**src/hdl/eat_pkg.sv**
```systemverilog
// -----------------------------------------------------------------------------
// Emergency action table package
// Shared types and fixed codes for the emergency action table.
// -----------------------------------------------------------------------------
package eat_pkg;

  // Input operation codes.
  localparam logic [2:0] OP_SET      = 3'd0;
  localparam logic [2:0] OP_PERIODIC = 3'd1;
  localparam logic [2:0] OP_CLEAR    = 3'd2;
  localparam logic [2:0] OP_RAISE_RC = 3'd3;
  localparam logic [2:0] OP_RAISE_GC = 3'd4;

  // Flight mode codes. Any other code counts as "other".
  localparam logic [1:0] NAV_RC  = 2'd1;
  localparam logic [1:0] NAV_GCS = 2'd2;

  localparam logic [7:0] HOLD_FOREVER = 8'hFF;
  localparam logic [7:0] GRADE_GATE   = 8'd2;

  // Bit positions inside entry_flags.
  localparam int FLAG_ACTIVE   = 0;
  localparam int FLAG_FINISHED = 1;
  localparam int FLAG_HOVER    = 2;
  localparam int FLAG_HOME     = 3;
  localparam int FLAG_LAND     = 4;

  typedef enum logic [1:0] {
    CMD_NONE  = 2'd0,
    CMD_HOVER = 2'd1,
    CMD_HOME  = 2'd2,
    CMD_LAND  = 2'd3
  } cmd_t;

  typedef enum logic [1:0] {
    ST_IDLE,
    ST_SCAN,
    ST_CHOOSE
  } state_t;

  // One table entry as kept in the entry memory.
  typedef struct packed {
    logic       hover;
    logic       home;
    logic       land;
    logic [7:0] hold;
    logic [7:0] grade;
  } entry_t;

  localparam int ENTRY_W = $bits(entry_t);

  // One result word.
  typedef struct packed {
    cmd_t        command;
    logic [7:0]  alert_level;
    logic [15:0] active_mask;
    logic        clear_done;
  } result_t;

endpackage

```
**src/hdl/eat_if.sv**
```systemverilog
// -----------------------------------------------------------------------------
// Emergency action table channels
// Valid/ready channels for input words and result words.
// -----------------------------------------------------------------------------
interface eat_in_if;
  logic       valid;
  logic       ready;
  logic [2:0] op;
  logic [3:0] entry_index;
  logic [4:0] entry_flags;
  logic [7:0] hold_time;
  logic [7:0] grade;
  logic       second_tick;
  logic [1:0] nav_mode;
  logic       task_normal;
  logic       in_flight;

  modport source (
    output valid, op, entry_index, entry_flags, hold_time, grade,
           second_tick, nav_mode, task_normal, in_flight,
    input  ready
  );
  modport sink (
    input  valid, op, entry_index, entry_flags, hold_time, grade,
           second_tick, nav_mode, task_normal, in_flight,
    output ready
  );
endinterface

interface eat_out_if;
  logic        valid;
  logic        ready;
  logic [1:0]  command;
  logic [7:0]  alert_level;
  logic [15:0] active_mask;
  logic        clear_done;

  modport source (
    output valid, command, alert_level, active_mask, clear_done,
    input  ready
  );
  modport sink (
    input  valid, command, alert_level, active_mask, clear_done,
    output ready
  );
endinterface

```
**src/hdl/eat_ram.sv**
```systemverilog
// -----------------------------------------------------------------------------
// Generic RAM
// One write port and one read port with registered read data.
// -----------------------------------------------------------------------------
module eat_ram #(
  parameter int WIDTH = 8,
  parameter int DEPTH = 16
) (
  input  logic                                   clk,
  input  logic                                   we,
  input  logic [(DEPTH > 1 ? $clog2(DEPTH) : 1)-1:0] waddr,
  input  logic [WIDTH-1:0]                       wdata,
  input  logic [(DEPTH > 1 ? $clog2(DEPTH) : 1)-1:0] raddr,
  output logic [WIDTH-1:0]                       rdata
);

  logic [WIDTH-1:0] mem [DEPTH];

  always_ff @(posedge clk) begin
    if (we) begin
      mem[waddr] <= wdata;
    end
    rdata <= mem[raddr];
  end

endmodule

```
**src/hdl/eat_out_buf.sv**
```systemverilog
// -----------------------------------------------------------------------------
// Result buffer
// Output register plus one skid word, so a new input word can be taken while
// a finished result still waits on the output.
// -----------------------------------------------------------------------------
module eat_out_buf import eat_pkg::*; (
  input  logic              clk,
  input  logic              rst_n,
  input  logic              fin_valid,
  input  result_t           fin,
  output logic              space,
  eat_out_if.source         out_ch
);

  logic    out_valid_r;
  result_t out_r;
  logic    skid_valid_r;
  result_t skid_r;

  // The skid word is only filled by a result whose input was taken while it
  // was empty, so a free skid word is enough room for one more input word.
  assign space = !skid_valid_r;

  always_ff @(posedge clk) begin
    if (!rst_n) begin
      out_valid_r  <= 1'b0;
      skid_valid_r <= 1'b0;
    end else if (!out_valid_r || out_ch.ready) begin
      out_valid_r  <= skid_valid_r || fin_valid;
      skid_valid_r <= 1'b0;
    end else if (fin_valid) begin
      skid_valid_r <= 1'b1;
    end
  end

  always_ff @(posedge clk) begin
    if (!out_valid_r || out_ch.ready) begin
      out_r <= skid_valid_r ? skid_r : fin;
    end else if (fin_valid) begin
      skid_r <= fin;
    end
  end

  assign out_ch.valid       = out_valid_r;
  assign out_ch.command     = out_r.command;
  assign out_ch.alert_level = out_r.alert_level;
  assign out_ch.active_mask = out_r.active_mask;
  assign out_ch.clear_done  = out_r.clear_done;

endmodule

```
**src/hdl/emergency_action_table.sv**
```systemverilog
// -----------------------------------------------------------------------------
// Emergency action table
// Table of emergency entries with hover countdown, alert summary and command
// choice. Entry payloads live in a RAM; active and finished marks in flops.
// -----------------------------------------------------------------------------
//
//   Channel   Direction  Handshake      Word
//   in_ch     input      valid/ready    op, entry_index, entry_flags,
//                                       hold_time, grade, second_tick,
//                                       nav_mode, task_normal, in_flight
//   out_ch    output     valid/ready    command, alert_level, active_mask,
//                                       clear_done
//
// Set, clear, raise and unknown words finish in the cycle they are taken.
// A periodic word walks the entry RAM one entry per cycle, set by the single
// read port of the entry RAM, and then picks the command.
// Reset (synchronous, active low) clears all marks, pending interrupts, the
// command and the summary; the entry RAM needs no clearing pass since an
// entry is only looked at once a set word has written it.
// in_ch.ready is low while a periodic walk runs or while both the output
// register and the skid word hold results.
//
module emergency_action_table import eat_pkg::*; #(
  parameter int ENTRIES = 16
) (
  input  logic       clk,
  input  logic       rst_n,
  eat_in_if.sink     in_ch,
  eat_out_if.source  out_ch
);

  localparam int IW = (ENTRIES > 1) ? $clog2(ENTRIES) : 1;
  localparam int CW = $clog2(ENTRIES + 1);

  // Control state.
  state_t              state_r, state_nxt;
  logic [ENTRIES-1:0]  active_r, active_nxt;
  logic [ENTRIES-1:0]  finished_r, finished_nxt;
  cmd_t                cmd_r, cmd_nxt;
  logic                rc_r, rc_nxt;
  logic                gcs_r, gcs_nxt;
  logic [7:0]          level_r, level_nxt;
  logic [15:0]         mask_r, mask_nxt;
  logic [CW-1:0]       cnt_r, cnt_nxt;

  // Periodic word fields held for the walk, and the walk's accumulators.
  logic                tick_r, tick_nxt;
  logic [1:0]          nav_r, nav_nxt;
  logic                task_r, task_nxt;
  logic [7:0]          acc_level_r, acc_level_nxt;
  logic                acc_land_r, acc_land_nxt;
  logic                acc_home_r, acc_home_nxt;
  logic                acc_hover_r, acc_hover_nxt;

  // Handshake and memory signals.
  logic                space;
  logic                accept;
  logic                fin_valid;
  result_t             fin;
  logic                clear_done;
  logic                ram_we;
  logic [IW-1:0]       ram_waddr;
  entry_t              ram_wdata;
  logic [IW-1:0]       ram_raddr;
  entry_t              ram_rdata;

  // Entry being processed: the one read in the previous walk cycle.
  logic [CW-1:0]       pidx_full;
  logic [IW-1:0]       pidx;
  logic                proc_en;
  logic                p_act;
  logic                p_live;
  logic                p_hover;
  logic [7:0]          p_hold;
  logic                p_fin;
  logic                p_count;

  // Index of a set word at table width.
  logic [IW+3:0]       set_wide;
  logic [IW-1:0]       set_idx;
  logic                set_ok;

  assign accept    = in_ch.valid && in_ch.ready;
  assign set_wide  = {{IW{1'b0}}, in_ch.entry_index};
  assign set_idx   = set_wide[IW-1:0];
  assign set_ok    = (int'(in_ch.entry_index) < ENTRIES) &&
                     !active_r[set_idx] && !finished_r[set_idx];

  assign pidx_full = cnt_r - CW'(1);
  assign pidx      = pidx_full[IW-1:0];
  assign proc_en   = (state_r == ST_SCAN) && (cnt_r != '0);

  // Hover countdown of one entry, taken from the RAM read data.
  always_comb begin
    p_act   = active_r[pidx];
    p_live  = p_act && !finished_r[pidx];
    p_count = tick_r && p_live;
    p_hover = ram_rdata.hover;
    p_hold  = ram_rdata.hold;
    if (p_count && ram_rdata.hover) begin
      if (ram_rdata.hold != 8'd0 && ram_rdata.hold != HOLD_FOREVER) begin
        p_hold = ram_rdata.hold - 8'd1;
      end
      if (p_hold == 8'd0) begin
        p_hover = 1'b0;
      end
    end
    p_fin = finished_r[pidx] ||
            (p_count && !p_hover && !ram_rdata.home && !ram_rdata.land);
  end

  // Next state.
  always_comb begin
    state_nxt = state_r;
    unique case (state_r)
      ST_IDLE: begin
        if (accept && in_ch.op == OP_PERIODIC) begin
          state_nxt = ST_SCAN;
        end
      end
      ST_SCAN: begin
        if (cnt_r == CW'(ENTRIES)) begin
          state_nxt = ST_CHOOSE;
        end
      end
      ST_CHOOSE: state_nxt = ST_IDLE;
      default:   state_nxt = ST_IDLE;
    endcase
  end

  // FSM outputs: handshake, result strobe and memory ports.
  always_comb begin
    in_ch.ready = 1'b0;
    fin_valid   = 1'b0;
    ram_we      = 1'b0;
    ram_waddr   = set_idx;
    ram_wdata   = '{hover: in_ch.entry_flags[FLAG_HOVER],
                    home:  in_ch.entry_flags[FLAG_HOME],
                    land:  in_ch.entry_flags[FLAG_LAND],
                    hold:  in_ch.hold_time,
                    grade: in_ch.grade};
    ram_raddr   = cnt_r[IW-1:0];
    unique case (state_r)
      ST_IDLE: begin
        in_ch.ready = space;
        fin_valid   = accept && (in_ch.op != OP_PERIODIC);
        ram_we      = accept && (in_ch.op == OP_SET) && set_ok;
      end
      ST_SCAN: begin
        ram_we    = proc_en && p_count;
        ram_waddr = pidx;
        ram_wdata = '{hover: p_hover, home: ram_rdata.home, land: ram_rdata.land,
                      hold: p_hold, grade: ram_rdata.grade};
      end
      ST_CHOOSE: fin_valid = 1'b1;
      default: ;
    endcase
  end

  // Datapath next values.
  always_comb begin
    active_nxt    = active_r;
    finished_nxt  = finished_r;
    cmd_nxt       = cmd_r;
    rc_nxt        = rc_r;
    gcs_nxt       = gcs_r;
    level_nxt     = level_r;
    mask_nxt      = mask_r;
    cnt_nxt       = cnt_r;
    tick_nxt      = tick_r;
    nav_nxt       = nav_r;
    task_nxt      = task_r;
    acc_level_nxt = acc_level_r;
    acc_land_nxt  = acc_land_r;
    acc_home_nxt  = acc_home_r;
    acc_hover_nxt = acc_hover_r;
    clear_done    = 1'b0;

    unique case (state_r)
      ST_IDLE: begin
        if (accept) begin
          unique case (in_ch.op)
            OP_SET: begin
              if (set_ok) begin
                active_nxt[set_idx]   = in_ch.entry_flags[FLAG_ACTIVE];
                finished_nxt[set_idx] = in_ch.entry_flags[FLAG_FINISHED];
              end
            end
            OP_PERIODIC: begin
              cnt_nxt       = '0;
              tick_nxt      = in_ch.second_tick;
              nav_nxt       = in_ch.nav_mode;
              task_nxt      = in_ch.task_normal;
              acc_level_nxt = 8'd0;
              acc_land_nxt  = 1'b0;
              acc_home_nxt  = 1'b0;
              acc_hover_nxt = 1'b0;
            end
            OP_CLEAR: begin
              // Clearing is refused while airborne.
              if (!in_ch.in_flight) begin
                active_nxt = '0;
                clear_done = 1'b1;
              end
            end
            OP_RAISE_RC: rc_nxt  = 1'b1;
            OP_RAISE_GC: gcs_nxt = 1'b1;
            default: ;
          endcase
        end
      end

      ST_SCAN: begin
        cnt_nxt = cnt_r + CW'(1);
        if (proc_en) begin
          finished_nxt[pidx] = p_fin;
          if (p_act && ram_rdata.grade > acc_level_r) begin
            acc_level_nxt = ram_rdata.grade;
          end
          if (p_act && !p_fin) begin
            if (!p_hover && !ram_rdata.home && ram_rdata.land) acc_land_nxt = 1'b1;
            if (!p_hover && ram_rdata.home) acc_home_nxt = 1'b1;
            if (p_hover) acc_hover_nxt = 1'b1;
          end
        end
      end

      ST_CHOOSE: begin
        level_nxt = acc_level_r;
        mask_nxt  = '0;
        for (int b = 0; b < 16; b++) begin
          if (b < ENTRIES) begin
            mask_nxt[b] = active_r[b];
          end
        end
        // An interrupt in the matching flight mode finishes every active
        // entry and drops the command; otherwise a low grade with the task
        // not running, or a land already under way, keeps the command.
        if ((nav_r == NAV_RC && rc_r) || (nav_r == NAV_GCS && gcs_r)) begin
          finished_nxt = finished_r | active_r;
          cmd_nxt      = CMD_NONE;
          rc_nxt       = 1'b0;
          gcs_nxt      = 1'b0;
        end else if (!task_r && acc_level_r <= GRADE_GATE) begin
          cmd_nxt = cmd_r;
        end else if (cmd_r == CMD_LAND) begin
          cmd_nxt = cmd_r;
        end else if (acc_land_r) begin
          cmd_nxt = CMD_LAND;
        end else if (acc_home_r) begin
          cmd_nxt = CMD_HOME;
        end else if (acc_hover_r) begin
          cmd_nxt = CMD_HOVER;
        end else begin
          cmd_nxt = CMD_NONE;
        end
      end

      default: ;
    endcase
  end

  assign fin = '{command:     cmd_nxt,
                 alert_level: level_nxt,
                 active_mask: mask_nxt,
                 clear_done:  clear_done};

  always_ff @(posedge clk) begin
    if (!rst_n) begin
      state_r    <= ST_IDLE;
      active_r   <= '0;
      finished_r <= '0;
      cmd_r      <= CMD_NONE;
      rc_r       <= 1'b0;
      gcs_r      <= 1'b0;
      level_r    <= 8'd0;
      mask_r     <= 16'd0;
      cnt_r      <= '0;
    end else begin
      state_r    <= state_nxt;
      active_r   <= active_nxt;
      finished_r <= finished_nxt;
      cmd_r      <= cmd_nxt;
      rc_r       <= rc_nxt;
      gcs_r      <= gcs_nxt;
      level_r    <= level_nxt;
      mask_r     <= mask_nxt;
      cnt_r      <= cnt_nxt;
    end
  end

  always_ff @(posedge clk) begin
    tick_r      <= tick_nxt;
    nav_r       <= nav_nxt;
    task_r      <= task_nxt;
    acc_level_r <= acc_level_nxt;
    acc_land_r  <= acc_land_nxt;
    acc_home_r  <= acc_home_nxt;
    acc_hover_r <= acc_hover_nxt;
  end

  eat_ram #(
    .WIDTH (ENTRY_W),
    .DEPTH (ENTRIES)
  ) u_entry_ram (
    .clk   (clk),
    .we    (ram_we),
    .waddr (ram_waddr),
    .wdata (ram_wdata),
    .raddr (ram_raddr),
    .rdata (ram_rdata)
  );

  eat_out_buf u_out_buf (
    .clk       (clk),
    .rst_n     (rst_n),
    .fin_valid (fin_valid),
    .fin       (fin),
    .space     (space),
    .out_ch    (out_ch)
  );

endmodule
```
**src/flat_wrapper.sv**
```systemverilog
// flat-port wrapper written by rule: the top's interface ports become plain ports
module emergency_action_table_flat import eat_pkg::*;
#(
  parameter int ENTRIES = 16
)
  (clk, rst_n, in_ch_valid, in_ch_op, in_ch_entry_index, in_ch_entry_flags, in_ch_hold_time, in_ch_grade, in_ch_second_tick, in_ch_nav_mode, in_ch_task_normal, in_ch_in_flight, in_ch_ready, out_ch_valid, out_ch_command, out_ch_alert_level, out_ch_active_mask, out_ch_clear_done, out_ch_ready);
  eat_in_if in_ch_i ();
  eat_out_if out_ch_i ();
  input  logic clk;
  input  logic rst_n;
  input wire logic [$bits(in_ch_i.valid)-1:0] in_ch_valid;
  input wire logic [$bits(in_ch_i.op)-1:0] in_ch_op;
  input wire logic [$bits(in_ch_i.entry_index)-1:0] in_ch_entry_index;
  input wire logic [$bits(in_ch_i.entry_flags)-1:0] in_ch_entry_flags;
  input wire logic [$bits(in_ch_i.hold_time)-1:0] in_ch_hold_time;
  input wire logic [$bits(in_ch_i.grade)-1:0] in_ch_grade;
  input wire logic [$bits(in_ch_i.second_tick)-1:0] in_ch_second_tick;
  input wire logic [$bits(in_ch_i.nav_mode)-1:0] in_ch_nav_mode;
  input wire logic [$bits(in_ch_i.task_normal)-1:0] in_ch_task_normal;
  input wire logic [$bits(in_ch_i.in_flight)-1:0] in_ch_in_flight;
  output wire logic [$bits(in_ch_i.ready)-1:0] in_ch_ready;
  output wire logic [$bits(out_ch_i.valid)-1:0] out_ch_valid;
  output wire logic [$bits(out_ch_i.command)-1:0] out_ch_command;
  output wire logic [$bits(out_ch_i.alert_level)-1:0] out_ch_alert_level;
  output wire logic [$bits(out_ch_i.active_mask)-1:0] out_ch_active_mask;
  output wire logic [$bits(out_ch_i.clear_done)-1:0] out_ch_clear_done;
  input wire logic [$bits(out_ch_i.ready)-1:0] out_ch_ready;
  assign in_ch_i.valid = in_ch_valid;
  assign in_ch_i.op = in_ch_op;
  assign in_ch_i.entry_index = in_ch_entry_index;
  assign in_ch_i.entry_flags = in_ch_entry_flags;
  assign in_ch_i.hold_time = in_ch_hold_time;
  assign in_ch_i.grade = in_ch_grade;
  assign in_ch_i.second_tick = in_ch_second_tick;
  assign in_ch_i.nav_mode = in_ch_nav_mode;
  assign in_ch_i.task_normal = in_ch_task_normal;
  assign in_ch_i.in_flight = in_ch_in_flight;
  assign in_ch_ready = in_ch_i.ready;
  assign out_ch_valid = out_ch_i.valid;
  assign out_ch_command = out_ch_i.command;
  assign out_ch_alert_level = out_ch_i.alert_level;
  assign out_ch_active_mask = out_ch_i.active_mask;
  assign out_ch_clear_done = out_ch_i.clear_done;
  assign out_ch_i.ready = out_ch_ready;
  emergency_action_table #(.ENTRIES(ENTRIES)) u_core (.clk(clk), .rst_n(rst_n), .in_ch(in_ch_i), .out_ch(out_ch_i));
endmodule
```
**config.mk**
```make
export PLATFORM = sky130hd
export DESIGN_NAME = emergency_action_table_flat
export DESIGN_NICKNAME = d
export VERILOG_FILES = /design/src/hdl/eat_pkg.sv /design/src/hdl/eat_if.sv /design/src/hdl/eat_ram.sv /design/src/hdl/eat_out_buf.sv /design/src/hdl/emergency_action_table.sv /design/src/flat_wrapper.sv
export SDC_FILE = /design/constraint.sdc
export NUM_CORES = 1
export LEC_CHECK = 0
export ABC_CLOCK_PERIOD_IN_PS = 6800
export BUFFER_PORTS_ARGS = -buffer_cell sky130_fd_sc_hd__buf_2
export CAP_MARGIN = 40
export CORE_MARGIN = 4
export CORE_UTILIZATION = 40
export DETAILED_ROUTE_END_ITERATION = 8
export PLACE_DENSITY = 0.63
export SLEW_MARGIN = 20
export SYNTH_ARGS = -nofsm -noshare
export SYNTH_HDL_FRONTEND = slang
export SYNTH_SLANG_ARGS = --single-unit
```
**constraint.sdc**
```tcl
create_clock -name clk -period 6.8 [get_ports clk]
set_clock_uncertainty 0.1 [all_clocks]
set_input_delay 0.68 -clock clk [delete_from_list [all_inputs] [get_ports clk]]
set_output_delay 0.68 -clock clk [all_outputs]
set_load 0.005 [all_outputs]
```
# == Yosys cells after proc, flatten, opt, wreduce, memory -nomap -nowiden ==
# Memories as Yosys holds them, arrays and structs flattened. A register that Yosys moved wholly into a read port is not among the register bits.
# Cells that the tools add are included.
# totals
register_bits,138
ram_bits,304
input_bits,37
elab_cells,211
memories,1
# op_classes
addsub,3
order_cmp,6
eq_ne,29
muxes,82
bitwise,3
n_reduce_logical,61
# mem_list
memory,depth,width,rd,rd_clocked_by_memory_dff,write_ports,line_no,text
u_core.u_entry_ram.mem,16,19,1,1,1,eat_ram.sv:17,logic [WIDTH-1:0] mem [DEPTH];
# op_table
cell,count
two-way mux 16 bit,8
two-way mux 8 bit,8
bitwise mux 16 bit,3
one-hot mux 16 bit (3 select lines),1
two-way mux 1 bit,32
one-hot mux 16 bit (2 select lines),1
two-way mux 27 bit,1
logical AND 1 bit,25
AND reduction 6 bit,4
two-way mux 19 bit,1
inequality test 2 x 1 -> 1 bit (second input constant),9
binary-select mux 1 bit (select 4 bit),4
two-way mux 2 bit,8
inequality test 2 bit (second input constant),8
bitwise OR 16 bit,1
one-hot mux 8 bit (2 select lines),1
one-hot mux 1 bit (2 select lines),7
logical NOT 1 bit,10
less-than comparator 4 x 5 -> 1 bit (second input constant),2
two-way mux 5 bit,2
one-hot mux 5 bit (2 select lines),1
AND reduction 5 bit,2
demux 1 bit (select 4 bit),2
greater-or-equal comparator 4 x 1 -> 1 bit (second input constant),2
other kinds (28),41

# == Logic depth before layout (Yosys ltp) ==
# depth
ltp_word,21
ltp_mapped,13

# == By module ==
# From an unflattened synthesis, not the netlist that was laid out.
# unflattened
cells_unflattened,1321
area_unflattened_um2,19911.6
# modules_own_cells
mod,instances,cells_per_inst,area_each_um2,seq_area_each_um2
eat_ram,1,507,11845.1,9509.1
emergency_action_table,1,721,5995.8,1791.7
eat_out_buf,1,93,2070.7,1661.6

# == Least setup slack after synthesis ==
# No wires, ideal clock.
# synth_path
kind,register -> register
from,register u_core.cnt_r[0]
to,"memory u_core.u_entry_ram.mem[0][0] in the netlist's numbering, enable pin"
setup_time_ns,0.395
arrival_ns,4.435
required_time_ns,6.305
slack_ns,1.871
path_stages_with_launch,14
synth_period_minus_slack_ns,4.929
cell_sequence,dfxtp_1 buf_2 clkbuf_1 clkbuf_1 inv_1 ha_1 clkbuf_1 mux4_2 mux2i_1 mux2i_1 buf_2 o32ai_1 o21ai_0 nor2_1
# synth_between
elab_chain_cells,10
# synth_rtl
element,line_no,text
from (decl),emergency_action_table.sv:44,"logic [CW-1:0] cnt_r, cnt_nxt;"
from (signal assigned),emergency_action_table.sv:288,cnt_r <= cnt_nxt;
subtractor 4 x 1 -> 4 bit,emergency_action_table.sv:89,assign pidx_full = cnt_r - CW'(1);
binary-select mux 1 bit (select 4 bit),emergency_action_table.sv:96,p_live = p_act && !finished_r[pidx];
two-way mux 1 bit (not written as such),emergency_action_table.sv:96,
logical NOT 1 bit,emergency_action_table.sv:96,
logical AND 1 bit,emergency_action_table.sv:96,
logical AND 1 bit,emergency_action_table.sv:97,p_count = tick_r && p_live;
logical AND 1 bit,emergency_action_table.sv:150,ram_we = proc_en && p_count;
one-hot mux 1 bit (2 select lines),emergency_action_table.sv:143,unique case (state_r)
two-way mux 1 bit,eat_ram.sv:20,if (we) begin
two-way mux 1 bit (not written as such),eat_ram.sv:21,mem[waddr] <= wdata;
to (decl),eat_ram.sv:17,
# Parallel ways exist; a longest one is shown, timed or not. The select of a mux whose other input is x is not followed.

# == Worst setup path after layout ==
# layout_path
from,register u_core.cnt_r[0]
to,"memory u_core.u_entry_ram.mem[3][5] in the netlist's numbering, enable pin"
# The elaborated chain is that of the path after synthesis.

==> metrics.md <==
| Metric | Value |
|---|---|
| Clock buffer depth | 3 |
| Post-DRT Antenna Nets | 0 |
| Post-Syn Instances | roughly 1.3k |
| Worst Max-Slew Pin Slew | between 0.8 and 0.9 ns |
| CP required | around 7 ns |
| Synth top area cells | edfxtp_1 (57%), mux4_2 (12%), dfxtp_1 (8.9%) |
| Die Wd | roughly 230 um |
| Clk slew on worst S/H paths | ~0.060 ns |
| Dpl cells | roughly 2k |
| Hold_buf cts | 0 |
| Setup tns final | 0 ns |
| Final core utilization | roughly 46% |
| Synth Warn # | 0 |
| Final net count | around 1.4k |
| Ys async rst share | 0% |
| FP Rows | 81 |
| CTS tree | done |
| I/O Pins | 66 |
| Crit path from | u_core.cnt_r[0] |
| Worst VDD drop | roughly 0.00023 V |
| Pwr dens | around 280 nW/um2 |
| Post-synth top area cell | edfxtp_1 |
| Fmax | roughly 190 MHz |
| Top post-synthesis cells by count | edfxtp_1 (373), nor2_1 (108), mux4_2 (106) |
| Avg Cell Area, Syn | ~15 um2 |
| Max-Cap Viols | 0 |
| Crit end category | flip-flop |
| Dpl hpwl | 32.6 mm |
| Slew HR | between 40 and 50% |
| CP peak stage delay | 0.70 ns |
| Routed via count | 11.8k |
| Hold_ws | around 0.22 ns |
| First-pass GRT wire length | between 70 and 80 mm |
| Top FF cell, synth | edfxtp_1 |
| Setup violations, final | 0 |
| Die height | between 200 and 250 um |
| Worst endpoint data arrival time | about 5.4 ns |
| Cts repair resizes | 0 |
| GR Util All Layers | ~18% |
| Mapped cell area | between 15000 and 20000 um2 |
| Stages on worst setup path | 10 |
| DRC viols | 0 |
| Setup crit start kind | flip-flop |
| Post-CTS Setup Inserts | 0 |
| Tmin final | ~5.2 ns |
| Register area share after synthesis | between 60 and 70% |
| Die area | 53100 um2 |
| Ant. Diodes | 0 |
| CP max-delay cell | o32ai_1 |
| HP Class | input pin to flip-flop |
| CP top delay family | compound AO/OA/AOI/OAI gates |
| Post-synth EDFFs | ~370 |
| Worst skew pair latency | approximately 0.58 ns |
| R2R Path End | u_core.u_entry_ram.mem[3][5] |
| CORE AREA | 49000 um2 |
| Initial antenna violation count | 1 |
| R2R Setup Slk | ~1.6 ns |
| Leakage | around 7.5 nW |
| Via-per-instance ratio | around 5.7 |
| Layout fillers | between 4k and 5k |
| Post-synth cell types | around 70 |
| CP Buf/Inv Count | 3 |
| Yosys reg bits | roughly 460 |
| Drt first-iter violations | roughly 1.2k |
| Synth top area share | between 50% and 60% |
| Hold Vio Cnt, Final | 0 |
| Syn Nets | 1359 |
| Fin crit share | between 70% and 80% |
| # clock sinks | 461 |
| Worst-path maximum fanout | 28 |
| Post-DR wirelength/cell | about 23 um |
| Power Total | around 6.3 mW |
| Final Max Tran Viols | 0 |
| DR pass1 iterations | 5 |
| Outcome | completed |
| Final Non-Filler Cells | approximately 2.1k |
| Area Overhead vs Synth | 14.3% |
| Most numerous cell in the Yosys netlist | edfxtp_1 |
| Worst setup path endpoint | u_core.u_entry_ram.mem[3][5] |
| Vias in the first global route | between 10k and 15k |
| Setup Crit Path Kind | flip-flop to flip-flop |
| Worst R2R Path Depth | 10 |
| Cell breakdown of the critical path | inv_1, ha_1, mux4_2, mux2i_1, mux2i_1, buf_4, o32ai_1, o21ai_0, nor2_2, buf_4 |
| IO Port Bufs | 65 |
| RSZ-0062 raised after global routing | false |
| Initial Util | between 40% and 50% |
| Worst R2R Start | u_core.cnt_r[0] |
| Routed WL | ~48 mm |
| Share of layout cells above drive strength 1 | 26.1% |
| Gpl congestion | approximately 0.93 |
| CTS root buf | clkbuf_16 |
| CTS H-Tree Depth | 2 |
| CTS buffer count | 46 |
| Largest net degree at the start of global routing | a little over 60 |
| Congestion Overflow GR | 0 |
area by class of cell:
class	count	area (um2)	area share (%)
Clock buffer	63	1250	5.51
Clock inverter	23	298	1.32
Inverter	45	169	0.747
Multi-Input combinational cell	718	6370	28.2
Sequential cell	461	13000	57.4
Tap cell	664	831	3.68
Timing Repair Buffer	105	721	3.19
cell families after synthesis:
logic type	after synthesis	share of synthesized area [%]
AOI/OAI and AO/OA	228	7.63
xor gates and xnor gates	4	0.177
adders and majority gates	20	1.27
buffers and inverters	123	2.60
DFF	461	65.5
muxes	162	15.2
and+or+nand+nor	304	7.59
through the flow:
| stage | area, um2 | worst slack, ns |
|---|---|---|
| floorplan | 19800 | 1.87 |
| global placement | 20800 | 1.77 |
| detailed placement | 21000 | 1.68 |
| CTS | 22600 | 1.70 |
| global route | 22600 | 1.37 |
| finish | 22600 | 1.63 |
sequential cells by signal, summed over array words and instances, names as in the netlist, 2 cells and up:
register,count
u_core.level_r,8
u_core.active_r,16
u_core.nav_r,2
u_core.u_out_buf.skid_r,27
u_core.state_r,2
u_core.mask_r,16
u_core.cnt_r,5
u_core.u_entry_ram.rdata,19
u_core.u_entry_ram.mem,304
u_core.u_out_buf.out_ch.active_mask,16
u_core.acc_level_r,8
u_core.cmd_r,2
u_core.u_out_buf.out_ch.alert_level,8
u_core.u_out_buf.out_ch.command,2
u_core.finished_r,16
cell usage in the layout, fill, tap and decap left out, types with 9 or more instances in the layout:
cell type,synthesis,layout
edfxtp_1,373,373
mux4_2,106,106
nor2_1,108,91
dfxtp_1,88,85
buf_2,15,67
o21ai_0,66,66
nand2_1,56,56
a21oi_1,55,54
mux2_2,49,49
clkbuf_16,0,47
inv_1,45,45
and2_1,39,39
buf_4,3,25
ha_1,20,18
nor2_2,0,16
clkbuf_1,55,15
nand4_1,13,13
nand3_1,13,13
a221oi_1,12,12
and3_1,12,12
nor2b_1,11,11
a31oi_1,11,11
nor3_1,10,10
a21o_1,10,10
a211oi_1,9,9
worst min path at each step:
stage	cells past startpoint	start	end	slack, ns
after floorplan	2	u_core.active_r[12]	u_core.active_r[12]	0.37
after CTS	1	in_ch_task_normal	u_core.task_r	0.20
after global placement	2	u_core.rc_r	u_core.rc_r	0.39
final	1	in_ch_task_normal	u_core.task_r	0.22
after global routing	1	in_ch_task_normal	u_core.task_r	0.20
after detailed placement	2	u_core.u_out_buf.skid_r[0]	u_core.u_out_buf.out_ch.clear_done	0.41
metal layers:
| metal | GRT usage (%) | wire, um | vias up |
|---|---|---|---|
| li1 | - | - | 5241 |
| met1 | 25.6 | 20800 | 5948 |
| met2 | 28.0 | 22200 | 485 |
| met3 | 4.24 | 3830 | 79 |
| met4 | 4.63 | 1140 | 2 |
| met5 | 0 | 20 | - |
power breakdown:
group	switching, mW	internal [mW]	leakage, nW
registers	0.0398	3.16	4.16
logic	0.342	0.184	2.60
clock network	1.07	1.49	0.746
(Power assumes the default switching activity.)
